### src/ppms_pkg.sv
// Package for the pick-and-place mission sequencer.
// Holds the event and mode codes, field widths and register reset values.
// No dependencies; every module of the block imports it.
package ppms_pkg;

   localparam int COUNT_WIDTH = 16;

   localparam logic [3:0] GOAL_REACHED = 4'd3;

   localparam logic [15:0] LOW_MV_RESET  = 16'd10000;
   localparam logic [3:0]  RECOVER_RESET = 4'd5;

   typedef enum logic [2:0] {
      OP_GOAL    = 3'd0,
      OP_BUMP    = 3'd1,
      OP_BATTERY = 3'd2,
      OP_HOME    = 3'd3,
      OP_RETURN  = 3'd4
   } op_type;

   typedef enum logic [2:0] {
      MODE_FIRST   = 3'd0,
      MODE_LEG     = 3'd1,
      MODE_WAIT    = 3'd2,
      MODE_HOMENAV = 3'd3,
      MODE_HOLD    = 3'd4
   } mode_type;

   typedef enum logic [1:0] {
      TARGET_HOME  = 2'd0,
      TARGET_PICK  = 2'd1,
      TARGET_PLACE = 2'd2
   } target_type;

   typedef enum logic {
      CSR_LOW_MV  = 1'b0,
      CSR_RECOVER = 1'b1
   } csr_index_type;

endpackage

### src/pick_place_mission_sequencer.sv
// Top level of the pick-and-place mission sequencer.
// Registers each event beat, updates the mission state and registers one result beat.
// Depends on ppms_pkg.
//
//   channel   direction  handshake               payload
//   req_      in         req_valid / req_stall   op, goal_status, bumper_byte, battery_mv
//   rsp_      out        rsp_valid / rsp_stall   goal_issue ... places_done
//   csr_      in         csr_write_enable        csr_index, csr_write_data
//
// Every event beat gives one result beat; an accepted beat passes the input register and then the
// result register, which drives rsp_valid. One beat can be accepted in every cycle while req_stall
// is low; the state update is a single pass of logic between the input register and the result register.
// Reset is synchronous and puts the block in the first-home mode.
// A stalled result register holds a full input register, which then stalls req_.
module pick_place_mission_sequencer
   import ppms_pkg::*;
(
   input  logic                   clock,
   input  logic                   reset,
   input  logic                   req_valid,
   output logic                   req_stall,
   input  logic [2:0]             req_op,
   input  logic [3:0]             req_goal_status,
   input  logic [7:0]             req_bumper_byte,
   input  logic [15:0]            req_battery_mv,
   output logic                   rsp_valid,
   input  logic                   rsp_stall,
   output logic                   rsp_goal_issue,
   output logic [1:0]             rsp_goal_target,
   output logic [2:0]             rsp_mode,
   output logic                   rsp_job,
   output logic                   rsp_old_job,
   output logic                   rsp_battery_low_flag,
   output logic [COUNT_WIDTH-1:0] rsp_places_done,
   input  logic                   csr_write_enable,
   input  logic                   csr_index,
   input  logic [15:0]            csr_write_data
);

   logic [15:0] low_mv_ff;
   logic [3:0]  recover_ff;

   logic        in_valid_ff;
   logic [2:0]  in_op_ff;
   logic [3:0]  in_status_ff;
   logic [7:0]  in_bump_ff;
   logic [15:0] in_mv_ff;

   logic        out_valid_ff;
   logic        out_issue_ff;
   logic [1:0]  out_target_ff;
   logic [2:0]  out_mode_ff;
   logic        out_job_ff;
   logic        out_old_job_ff;
   logic        out_low_ff;

   mode_type             mode_ff, mode_in;
   logic                 job_ff, job_in;
   logic                 low_ff, low_in;
   logic [3:0]           count_ff, count_in;
   logic                 force_ff, force_in;
   logic [7:0]           latch_ff, latch_in;
   logic [COUNT_WIDTH-1:0] places_ff, places_in;
   logic                 issue;
   logic [1:0]           target;

   logic advance;
   logic fire;
   logic was_override;
   logic now_override;
   logic [7:0] fin_latch;
   logic [3:0] count_inc;

   assign advance   = !out_valid_ff || !rsp_stall;
   assign fire      = in_valid_ff && advance;
   assign req_stall = in_valid_ff && !advance;

   always_ff @(posedge clock) begin
      if (reset) begin
         low_mv_ff  <= LOW_MV_RESET;
         recover_ff <= RECOVER_RESET;
      end else if (csr_write_enable) begin
         unique case (csr_index_type'(csr_index))
            CSR_LOW_MV:  low_mv_ff  <= csr_write_data;
            CSR_RECOVER: recover_ff <= csr_write_data[3:0];
            default: ;
         endcase
      end
   end

   always_ff @(posedge clock) begin
      if (reset) begin
         in_valid_ff <= 1'b0;
      end else if (!req_stall) begin
         in_valid_ff <= req_valid;
      end
   end

   always_ff @(posedge clock) begin
      if (!req_stall && req_valid) begin
         in_op_ff     <= req_op;
         in_status_ff <= req_goal_status;
         in_bump_ff   <= req_bumper_byte;
         in_mv_ff     <= req_battery_mv;
      end
   end

   // Next mission state for the beat in the input register.
   always_comb begin
      mode_in      = mode_ff;
      job_in       = job_ff;
      low_in       = low_ff;
      count_in     = count_ff;
      force_in     = force_ff;
      latch_in     = latch_ff;
      places_in    = places_ff;
      issue        = 1'b0;
      was_override = low_ff || force_ff;
      fin_latch    = (in_op_ff == OP_BUMP) ? in_bump_ff : latch_ff;
      count_inc    = count_ff + 4'd1;

      case (in_op_ff)
         OP_GOAL: begin
            if (in_status_ff == GOAL_REACHED) begin
               if (mode_ff == MODE_FIRST) begin
                  mode_in = was_override ? MODE_HOMENAV : MODE_LEG;
                  issue   = 1'b1;
               end else if (mode_ff == MODE_HOMENAV) begin
                  mode_in = MODE_HOLD;
               end
            end
         end
         OP_BUMP: latch_in = in_bump_ff;
         OP_BATTERY: begin
            if (in_mv_ff < low_mv_ff) begin
               low_in = 1'b1;
            end else if (count_inc >= recover_ff) begin
               low_in   = 1'b0;
               count_in = 4'd0;
            end else begin
               count_in = count_inc;
            end
         end
         OP_HOME:   force_in = 1'b1;
         OP_RETURN: force_in = 1'b0;
         default: ;
      endcase

      if ((in_op_ff == OP_GOAL && in_status_ff == GOAL_REACHED && mode_ff == MODE_LEG) ||
          (in_op_ff == OP_BUMP && mode_ff == MODE_WAIT)) begin
         if (fin_latch == 8'd0) begin
            mode_in = MODE_WAIT;
         end else begin
            latch_in = 8'd0;
            if (job_ff) begin
               places_in = places_ff + COUNT_WIDTH'(1);
            end
            job_in  = !job_ff;
            mode_in = MODE_LEG;
            issue   = 1'b1;
         end
      end

      now_override = low_in || force_in;
      if (in_op_ff == OP_BATTERY || in_op_ff == OP_HOME || in_op_ff == OP_RETURN) begin
         if (now_override && !was_override &&
             (mode_in == MODE_LEG || mode_in == MODE_WAIT)) begin
            mode_in = MODE_HOMENAV;
            issue   = 1'b1;
         end else if (!now_override && (mode_in == MODE_HOMENAV || mode_in == MODE_HOLD)) begin
            mode_in = MODE_LEG;
            issue   = 1'b1;
         end
      end
   end

   // Result fields derived from the next state.
   always_comb begin
      if (mode_in == MODE_LEG || mode_in == MODE_WAIT) begin
         target = job_in ? TARGET_PLACE : TARGET_PICK;
      end else begin
         target = TARGET_HOME;
      end
   end

   always_ff @(posedge clock) begin
      if (reset) begin
         mode_ff   <= MODE_FIRST;
         job_ff    <= 1'b0;
         low_ff    <= 1'b0;
         count_ff  <= 4'd0;
         force_ff  <= 1'b0;
         latch_ff  <= 8'd0;
         places_ff <= '0;
      end else if (fire) begin
         mode_ff   <= mode_in;
         job_ff    <= job_in;
         low_ff    <= low_in;
         count_ff  <= count_in;
         force_ff  <= force_in;
         latch_ff  <= latch_in;
         places_ff <= places_in;
      end
   end

   always_ff @(posedge clock) begin
      if (reset) begin
         out_valid_ff <= 1'b0;
      end else if (advance) begin
         out_valid_ff <= in_valid_ff;
      end
   end

   always_ff @(posedge clock) begin
      if (fire) begin
         out_issue_ff   <= issue;
         out_target_ff  <= target;
         out_mode_ff    <= mode_in;
         out_job_ff     <= job_in;
         out_old_job_ff <= job_ff;
         out_low_ff     <= low_in;
      end
   end

   assign rsp_valid            = out_valid_ff;
   assign rsp_goal_issue       = out_issue_ff;
   assign rsp_goal_target      = out_target_ff;
   assign rsp_mode             = out_mode_ff;
   assign rsp_job              = out_job_ff;
   assign rsp_old_job          = out_old_job_ff;
   assign rsp_battery_low_flag = out_low_ff;
   assign rsp_places_done      = places_ff;

   assert property (@(posedge clock) disable iff (reset)
      fire |=> (places_ff == $past(places_ff)) ||
               (places_ff == COUNT_WIDTH'($past(places_ff) + COUNT_WIDTH'(1))))
      else $error("place counter moved by more than one");

   assert property (@(posedge clock) disable iff (reset)
      !fire |=> $stable(mode_ff) && $stable(places_ff) && $stable(job_ff))
      else $error("mission state changed without an event");

   assert property (@(posedge clock) disable iff (reset)
      (rsp_valid && rsp_mode == MODE_HOLD) |-> (rsp_goal_target == TARGET_HOME && !rsp_goal_issue))
      else $error("home hold reported a leg target or a new goal");

   assert property (@(posedge clock) disable iff (reset)
      (rsp_valid && rsp_goal_issue && rsp_goal_target == TARGET_HOME) |->
         (rsp_mode == MODE_HOMENAV))
      else $error("home goal issued outside home navigation");

   assert property (@(posedge clock) disable iff (reset)
      !out_valid_ff |-> !req_stall)
      else $error("input stalled while the result register is empty");

endmodule
### config.mk
export PLATFORM = sky130hd
export DESIGN_NAME = pick_place_mission_sequencer
export DESIGN_NICKNAME = d
export VERILOG_FILES = /design/src/ppms_pkg.sv /design/src/pick_place_mission_sequencer.sv
export SDC_FILE = /design/constraint.sdc
export NUM_CORES = 1
export LEC_CHECK = 0
export BUFFER_PORTS_ARGS = -buffer_cell sky130_fd_sc_hd__buf_2
export CAP_MARGIN = 0
export CELL_PAD_IN_SITES_DETAIL_PLACEMENT = 0
export CELL_PAD_IN_SITES_GLOBAL_PLACEMENT = 2
export CORE_MARGIN = 5
export CORE_UTILIZATION = 35
export CTS_BUF_LIST = sky130_fd_sc_hd__clkbuf_2
export CTS_CLUSTER_SIZE = 8
export DETAILED_ROUTE_END_ITERATION = 16
export PLACE_DENSITY_LB_ADDON = 0.1
export SYNTH_ARGS = -nofsm -noshare
export SYNTH_HDL_FRONTEND = slang
export SYNTH_SLANG_ARGS = --single-unit
export TNS_END_PERCENT = 1
### constraint.sdc
create_clock -name clock -period 3.6 [get_ports clock]
set_input_delay 0.36 -clock clock [delete_from_list [all_inputs] [get_ports clock]]
set_output_delay 0.36 -clock clock [all_outputs]
set_load 0.02 [all_outputs]
==> results of run 1 <==
[repair_timing]
action / 4_1_cts / 5_1_grt
endpoints found under the setup margin: 0 / 0
endpoints found under the hold margin: 51 / 0
hold buffers: 50 / 0
[power by group through the flow]
stage          registers, W  clock network, W  logic, W
2_1_floorplan       0.00123                 0  0.000137
5_1_grt             0.00122          0.000514  0.000280
3_3_place_gp        0.00123                 0  0.000209
3_5_place_dp        0.00123                 0  0.000209
6_report            0.00121          0.000446  0.000249
4_1_cts             0.00121          0.000479  0.000252
[cell type report]
class                      count  area, um^2
inverter                      26        97.6
clock buffer                  14        70.1
timing repair buffer         132         918
clock inverter                 2        10.0
fill                        1254        6950
tap                          172         215
multi-input combinational    303        1940
sequential                    96        2320
[flip-flops by register name (all words and copies together), names as in the netlist, 2 cells and up]
register	cells
rsp_mode	3
rsp_places_done	16
rsp_goal_target	2
mode_ff	3
in_bump_ff	8
in_status_ff	4
latch_ff	8
low_mv_ff	16
recover_ff	4
in_op_ff	3
count_ff	4
in_mv_ff	16
[through the flow]
step / instance area (um^2) / hold slack, ps
after floorplan: 4430 / 435
after global placement: 4990 / 447
after detailed placement: 4990 / 449
after CTS: 5570 / 6.42
after global routing: 5570 / 35.5
final: 5570 / 87.2
[critical path, cell delays in order (launching register included)]
cell	delay, ps
edfxtp_1	570
nor3b_2	560
nor2_1	100
a31oi_1	210
ha_1	210
nand2_1	100
a2111oi_4	500
nand4_2	330
or3_1	420
a21oi_1	140
[worst paths after layout]
check	startpoint	endpoint	slack (ps)	cells after the start
setup / recovery	in_op_ff[2]$_DFFE_PP_	rsp_places_done[15]$_SDFFE_PP0P_	390	9
hold / removal	csr_index	recover_ff[3]$_SDFFE_PP0P_	90	3
setup reg to reg	in_op_ff[2]$_DFFE_PP_	rsp_places_done[15]$_SDFFE_PP0P_	390	9
hold reg to reg	low_mv_ff[11]$_SDFFE_PP0P_	low_mv_ff[11]$_SDFFE_PP0P_	470	2
[Yosys cell counts (3+ instances only)]
library cell / n / area (um^2)
a211o_1: 8 / 70.1
a211oi_1: 4 / 30.0
a21oi_1: 37 / 185
a22oi_1: 9 / 67.6
a311oi_1: 3 / 26.3
a31oi_1: 4 / 25.0
and2_1: 4 / 25.0
and3_1: 7 / 43.8
clkbuf_1: 12 / 45.0
dfxtp_1: 56 / 1120
edfxtp_1: 40 / 1200
ha_1: 22 / 275
inv_1: 26 / 97.6
nand2_1: 50 / 188
nand2b_1: 4 / 25.0
nand3_1: 8 / 40.0
nand4_1: 5 / 31.3
nor2_1: 46 / 173
nor2b_1: 3 / 18.8
nor3_1: 4 / 20.0
nor4_1: 7 / 43.8
o21a_1: 3 / 22.5
o21ai_0: 12 / 60.1
or2_2: 3 / 18.8
or3_1: 6 / 37.5
or4_1: 3 / 22.5
xnor2_1: 5 / 43.8
xor2_1: 6 / 52.6
[layer usage]
| layer | global-route usage | vias up |
|---|---|---|
| li1 | - | 1851 |
| met1 | 0.182 | 1640 |
| met2 | 0.232 | 75 |
| met3 | 0.0327 | 13 |
| met4 | 0.0525 | 0 |
| met5 | 0 | - |
[kinds of logic (layout without fill, tap and decap cells)]
| group | after synthesis | in the layout |
|---|---|---|
| AOI/OAI and AO/OA | 101 | 101 |
| xor gates and xnor gates | 11 | 11 |
| adders and majority gates | 22 | 22 |
| buffers and inverters | 42 | 174 |
| DFF | 96 | 96 |
| muxes | 3 | 3 |
| and+or+nand+nor | 166 | 166 |
==> flow_summary.ini, run 1 <==
[outcome]
status = finished, final reports clean

[worst_setup_path]
required_ps = 4090
crit_type = reg2reg
start_kind = flop
cp-end-kind = flop
cp_max_fo = 9
arrival_ps = 3700

[drt]
met3_length_um = 449
drt_iter0_drc = 211
drc_errors = 0
drt-met1-wl_um = 4730
routed_wl_um = 10300
drt_pass1_iterations = 4
vias = 3579
met2_wirelength_um = 4920
wl_per_cell_um = 13.8
routed.top_layer = met4
ant_nets = 0
viasPerCell = 4.80

[pwr]
p_int_w = 0.00141
fin_total_pwr_w = 0.00190
ir_drop_mv = 0.169
comb_power_share = 0.131
p_leak_nw = 2.24
clkPwrFrac = 0.234
switching_share = 0.260
seqPwrFrac = 0.635
p_sw_w = 0.000495
powerDensity_nw_per_um2 = 342

[clocking]
clk_latency_ps = 560
post_cts_buffers = 0
clkSinkCount = 96
cts_resized = 0
tritoncts = done
clock_path_buffers = 2
cts_max_level = 3
clk_pin_slew_worst_paths_ps = 240
root_buffer = clkbuf_2
cts_buffers = 9

[placement]
place_inst = 679
dpl_worst_slack_ps = 453
port_buffers = 79
hpwl_um = 7200
gp_congestion = 0.758

[cells_and_area]
drive_gt1_frac = 0.197
instances_no_fill = 745
layout_common_cells = 79 x buf_2, 56 x dfxtp_1, 50 x nand2_1, 50 x dlygate4sd3_1, 46 x nor2_1
n_antenna_cell = 0
final_nets = 643
final_util = 0.445
syn2layout_area_growth_pct = 25.8
final_common_cell = buf_2

[synth]
synthArstFlopShare = 0
synth_edf_count = 40
synth_top_flop_cell = dfxtp_1
syn_nets = 516
synth_cell_types = 63
avgSynthCellArea_um2 = 10.0
synth_compound_area_frac = 0.153
ys_ff_latch = 96
synth_xor_area_frac = 0.0218
yosys_warnings = 0
synthMuxAreaShare = 0.00706
syn_inst = 441
yosysSeqAreaShare = 0.524
synth-simple-area-share = 0.192
netlist_area_um2 = 4430
synth_top_family_by_area = simple AND/OR/NAND/NOR gates
synth-adder-area-share = 0.0621

[floorplan]
die_x_um = 122
std_cell_rows = 41
die_h_um = 122
start_util = 0.354
io-pin-count = 80
coreArea_um2 = 12500
die_area_um2 = 15000

[run]
maxCapViolations = 0

[sta]
slew_headroom = 0.262
tightestPinTransition_ps = 1110
fin_ws_ps = 394
final_max_slew_viol_count = 0
hold_violations = 0
tns_ps = 0
setup_viol = 0
max_freq_mhz = 312
fin_skew_ps = 29.9
finalCritPeriodShare = 0.891
min_period_ps = 3210
rsz0062_at_grt = false

[global_route]
grt-ovfl-total = 0
grt_pass1_wl_um = 16400
grt_max_degree = 57
grt_usage = 0.141
antenna_found_initial = 0
grt_pass1_vias = 3385

[min_path]
hold_class = in2reg
Power figures use the tool's default switching activity.
==> inputs of run 2 (changes only) <==
- CTS_BUF_LIST: sky130_fd_sc_hd__clkbuf_2 -> default
==> run 2 against run 1 <==
Clock skew down 22 ps. Clock power increased by 91%. Setup slack improved by 52 ps. Cell count down 6.7%. Power rose by 19%. Highest routed layer is now met5.
==> flow_summary.ini, run 2 (synthesis gave the netlist of run 1 again) <==
[clocking]
tritoncts = done
root_buffer = clkbuf_16
clock_path_buffers = 2
clk_latency_ps = 340
clk_pin_slew_worst_paths_ps = 60
cts_max_level = 3
cts-hold-fix-buffers = 0
post_cts_buffers = 0
clkSinkCount = 96
cts_buffers = 9
cts_resized = 0

[drt]
routed.top_layer = met5
drt_pass1_iterations = 4
ant_nets = 0
drc_errors = 0
drt-met1-wl_um = 4700
vias = 3385
wl_per_cell_um = 14.2
viasPerCell = 4.87
met2_wirelength_um = 4570
drt_iter0_drc = 216
met3_length_um = 405
routed_wl_um = 9840

[worst_setup_path]
max_stage_delay_ps = 550
reg2reg_depth = 9
cpMaxStageDelayCell = nor3b_2
r2r-end = rsp_places_done[15]$_SDFFE_PP0P_
arrival_ps = 3420
cp-end-kind = flop
required_ps = 3870
crit_path_cell_trace = nor3b_2, nor2_1, a31oi_1, ha_1, nand2_1, a2111oi_4, nand4_2, or3_1, a21oi_1
crit_type = reg2reg
cp-startpoint = in_op_ff[2]$_DFFE_PP_
reg2reg_setup_slack_ps = 450
crit_path_end = rsp_places_done[15]$_SDFFE_PP0P_
cp_max_fo = 9
worstReg2RegStart = in_op_ff[2]$_DFFE_PP_
start_kind = flop

[cells_and_area]
layout_common_cells = 79 x buf_2, 56 x dfxtp_1, 50 x nand2_1, 46 x nor2_1, 40 x edfxtp_1
final_nets = 593
instances_no_fill = 695
ff_latch_area_um2 = 2320
syn2layout_area_growth_pct = 18.4
final_common_cell = buf_2
multiInputGateArea_um2 = 1940
drive_gt1_frac = 0.207
n_antenna_cell = 0
fillers = 1285

[min_path]
hold_class = in2reg

[sta]
fin_skew_ps = 8.22
final_max_slew_viol_count = 0
hold_violations = 0
tightestPinTransition_ps = 1110
finalCritPeriodShare = 0.876
rsz0062_at_grt = false
slew_headroom = 0.261
tns_ps = 0
setup_viol = 0
max_freq_mhz = 317
min_period_ps = 3150

[pwr]
switching_share = 0.233
seqPwrFrac = 0.533
comb_power_share = 0.091
ir_drop_mv = 0.205
p_sw_w = 0.000528
p_int_w = 0.00174
clkPwrFrac = 0.375
p_leak_nw = 2.09
powerDensity_nw_per_um2 = 432

[global_route]
grt_pass1_vias = 3181
grt_pass1_wl_um = 15700
grt_usage = 0.136
grt_max_degree = 57
antenna_found_initial = 1
grt-ovfl-total = 0

[placement]
port_buffers = 79
hpwl_um = 7200
gp_congestion = 0.758
place_inst = 679

[floorplan]
std_cell_rows = 41
coreArea_um2 = 12500
die_h_um = 122
io-pin-count = 80
die_x_um = 122
start_util = 0.354
die_area_um2 = 15000

[outcome]
status = finished, final reports clean

[run]
maxCapViolations = 0
## run 2: cell types whose count changed in the layout (fill, tap and decap cells not counted)
| cell | before | now |
|---|---|---|
| dlygate4sd3_1 | 50 | 0 |
| clkbuf_2 | 14 | 0 |
| clkbuf_1 | 0 | 5 |
| clkbuf_16 | 0 | 9 |
## run 2: area by class of cell
cell class | count | area share
multi-input combinational | 303 | 0.369
clock inverter | 2 | 0.00191
clock buffer | 14 | 0.0465
sequential | 96 | 0.443
tap | 172 | 0.0410
timing repair buffer | 82 | 0.0797
inverter | 26 | 0.0186
## run 2: routing by layer
metal	track usage	vias up
met1	0.181	1549
met4	0.0567	2
met5	0	-
met3	0.0332	14
met2	0.212	63
li1	-	1757
## run 2: worst max-delay path: cells and delay by family (launching register included)
family,cells,cell delay (ps)
AOI/OAI and AO/OA,3,840
adders and majority gates,1,220
DFF,1,510
and+or+nand+nor,5,1500
## run 2: how the worst min path moves through the flow
stage	slack [ps]	start	endpoint	cells after the start
floorplan	440	recover_ff[2]$_SDFFE_PP1P_	recover_ff[2]$_SDFFE_PP1P_	1
global placement	450	low_mv_ff[3]$_SDFFE_PP0P_	low_mv_ff[3]$_SDFFE_PP0P_	2
detailed placement	450	low_mv_ff[11]$_SDFFE_PP0P_	low_mv_ff[11]$_SDFFE_PP0P_	2
CTS	170	req_goal_status[2]	in_status_ff[2]$_DFFE_PP_	1
global route	170	req_battery_mv[8]	in_mv_ff[8]$_DFFE_PP_	1
finish	190	req_goal_status[2]	in_status_ff[2]$_DFFE_PP_	1
## run 2: power groups by stage
stage / Sequential, W / Combinational [W] / Clock [W]
after global routing: 0.00121 / 0.000235 / 0.000920
final: 0.00121 / 0.000207 / 0.000850
after floorplan: 0.00123 / 0.000137 / 0
after CTS: 0.00121 / 0.000211 / 0.000887
after global placement: 0.00123 / 0.000209 / 0
after detailed placement: 0.00123 / 0.000209 / 0
## run 2: stage by stage
| step | cell area (um^2) | power, W | hold WS (ps) | util | setup WS (ps) |
|---|---|---|---|---|---|
| final | 5240 | 0.00227 | 189 | 0.419 | 446 |
| after global routing | 5240 | 0.00237 | 174 | 0.419 | 186 |
| after CTS | 5240 | 0.00231 | 171 | 0.419 | 428 |
| after detailed placement | 4990 | 0.00144 | 449 | 0.399 | 453 |
| after global placement | 4990 | 0.00144 | 447 | 0.399 | 523 |
| after floorplan | 4430 | 0.00137 | 435 | - | 820 |
==> inputs of run 3 (changes only) <==
- CORE_ASPECT_RATIO: default -> 1.4
- HOLD_SLACK_MARGIN: default -> 0.15
- clock period: 3.6 -> 3.8 ns (I/O delays scaled with it)
==> run 3 against run 2 <==
Clock power rose by 7.2%. Power fell by 0.35%. Utilization rose by 0.73 points. First-iteration DRC count down 57%. Flip-flop and latch count did not move. Global-route usage grew 0.27 points. Clock skew is essentially flat. Design area up 0.57%. Non-clock buffer count up 2. Register-to-register slack gained 250 ps. Largest power group unchanged. Highest routed layer is now met4.
==> flow_summary.ini, run 3 (synthesis gave the netlist of run 1 again) <==
[drt]
wl_per_cell_um = 15.2
ant_nets = 0
vias = 3485
viasPerCell = 5.16
drt_pass1_iterations = 4
drc_errors = 0
routed_wl_um = 10200
drt_iter0_drc = 92

[pwr]
ir_drop_mv = 0.243
fin_total_pwr_w = 0.00226
p_leak_nw = 2.12
powerDensity_nw_per_um2 = 428

[floorplan]
std_cell_rows = 48
coreArea_um2 = 12400
die_area_um2 = 15000
start_util = 0.358
die_h_um = 143
io-pin-count = 80
die_x_um = 105

[worst_setup_path]
worstReg2RegStart = in_op_ff[2]$_DFFE_PP_
reg2reg_depth = 9
crit_type = reg2reg
arrival_ps = 3360
cp-end-kind = flop
r2r-end = rsp_places_done[15]$_SDFFE_PP0P_
start_kind = flop
required_ps = 4060
cp_max_fo = 9
reg2reg_setup_slack_ps = 700

[outcome]
status = finished, final reports clean

[cells_and_area]
fillers = 1272
ff_latch_area_um2 = 2320
syn2layout_area_growth_pct = 19.1
multiInputGateArea_um2 = 1940
drive_gt1_frac = 0.219
n_antenna_cell = 0
postLayoutCellArea_um2 = 5270
final_nets = 595
layout_common_cells = 79 x buf_2, 56 x dfxtp_1, 50 x nand2_1, 46 x nor2_1, 40 x edfxtp_1
final_util = 0.426
final_common_cell = buf_2

[min_path]
worstHoldPathCells = 1
hold_class = in2reg
hold_start = req_battery_mv[15]
min_to = in_mv_ff[15]$_DFFE_PP_

[placement]
gp_congestion = 0.835
port_buffers = 79
hpwl_um = 7480
dpl_cell_area_um2 = 4980

[sta]
tns_ps = 0
min_period_ps = 3100
setup_viol = 0
tightestPinTransition_ps = 1160
final_max_slew_viol_count = 0
finalCritPeriodShare = 0.817
rsz0062_at_grt = false
fin_skew_ps = 7.74
hold_violations = 0
max_freq_mhz = 322
slew_headroom = 0.228
timing.hold.ws_ps = 213

[global_route]
grt_max_degree = 57
grt_pass1_vias = 3516
grt_usage = 0.139
grt_pass1_wl_um = 16800
antenna_found_initial = 0
grt-ovfl-total = 0

[clocking]
clk_latency_ps = 340
cts_resized = 0
root_buffer = clkbuf_16
cts_buffers = 9
clk_pin_slew_worst_paths_ps = 70
cts_max_level = 3
cts-hold-fix-buffers = 0
clkSinkCount = 96
clock_path_buffers = 2
tritoncts = done
post_cts_buffers = 0

[run]
maxCapViolations = 0
run 3: cell count changes in the layout (fill, tap and decap cells not counted), sizes merged:
cell / change
buf: +2
bufinv: +1
clkbuf: -5
clkinvlp: +3
inv: +1
run 3: worst max-delay path by stage:
stage | startpoint | endpoint | slack (ps) | cells past startpoint
after floorplan | in_op_ff[0]$_DFFE_PP_ | rsp_places_done[8]$_SDFFE_PP0P_ | 1020 | 10
after global placement | in_op_ff[2]$_DFFE_PP_ | rsp_places_done[15]$_SDFFE_PP0P_ | 790 | 9
after detailed placement | in_op_ff[2]$_DFFE_PP_ | rsp_places_done[15]$_SDFFE_PP0P_ | 720 | 9
after CTS | in_op_ff[2]$_DFFE_PP_ | rsp_places_done[15]$_SDFFE_PP0P_ | 670 | 9
after global routing | in_op_ff[2]$_DFFE_PP_ | rsp_places_done[13]$_SDFFE_PP0P_ | 420 | 9
final | in_op_ff[2]$_DFFE_PP_ | rsp_places_done[15]$_SDFFE_PP0P_ | 700 | 9
run 3: report_power, final:
group	total [W]	internal, W	switching, W	leakage (nW)
registers	0.00114	0.00112	0.0000219	0.844
clock network	0.000911	0.000510	0.000401	0.138
logic	0.000205	0.0000839	0.000121	1.13
run 3: cell type report:
| cell class | count | share of cell area |
|---|---|---|
| Sequential cell | 96 | 0.440 |
| Tap cell | 150 | 0.0356 |
| Inverter | 26 | 0.0185 |
| Multi-Input combinational cell | 303 | 0.367 |
| Clock inverter | 7 | 0.0135 |
| Clock buffer | 9 | 0.0427 |
| Timing Repair Buffer | 84 | 0.0821 |
run 3: routing by layer:
layer | vias up | GRT usage | wire length (um)
met3 | 18 | 0.0339 | 473
li1 | 1757 | - | -
met4 | 0 | 0.0572 | 242
met1 | 1631 | 0.163 | 4440
met5 | - | 0 | 0
met2 | 79 | 0.241 | 5090
run 3: stage by stage:
stage | std cells | setup slack, ps
floorplan | 441 | 1020
global route | 675 | 421
global placement | 659 | 786
detailed placement | 659 | 715
CTS | 675 | 673
finish | 675 | 696
run 3: worst max-delay path, cell delays in order, from the launching register on:
cell       delay, ps
edfxtp_1         510
nor3b_2          540
nor2_1           100
a31oi_1          240
ha_1             210
nand2_1           80
a2111oi_4        490
nand4_2          310
or3_1            410
a21oi_1          130
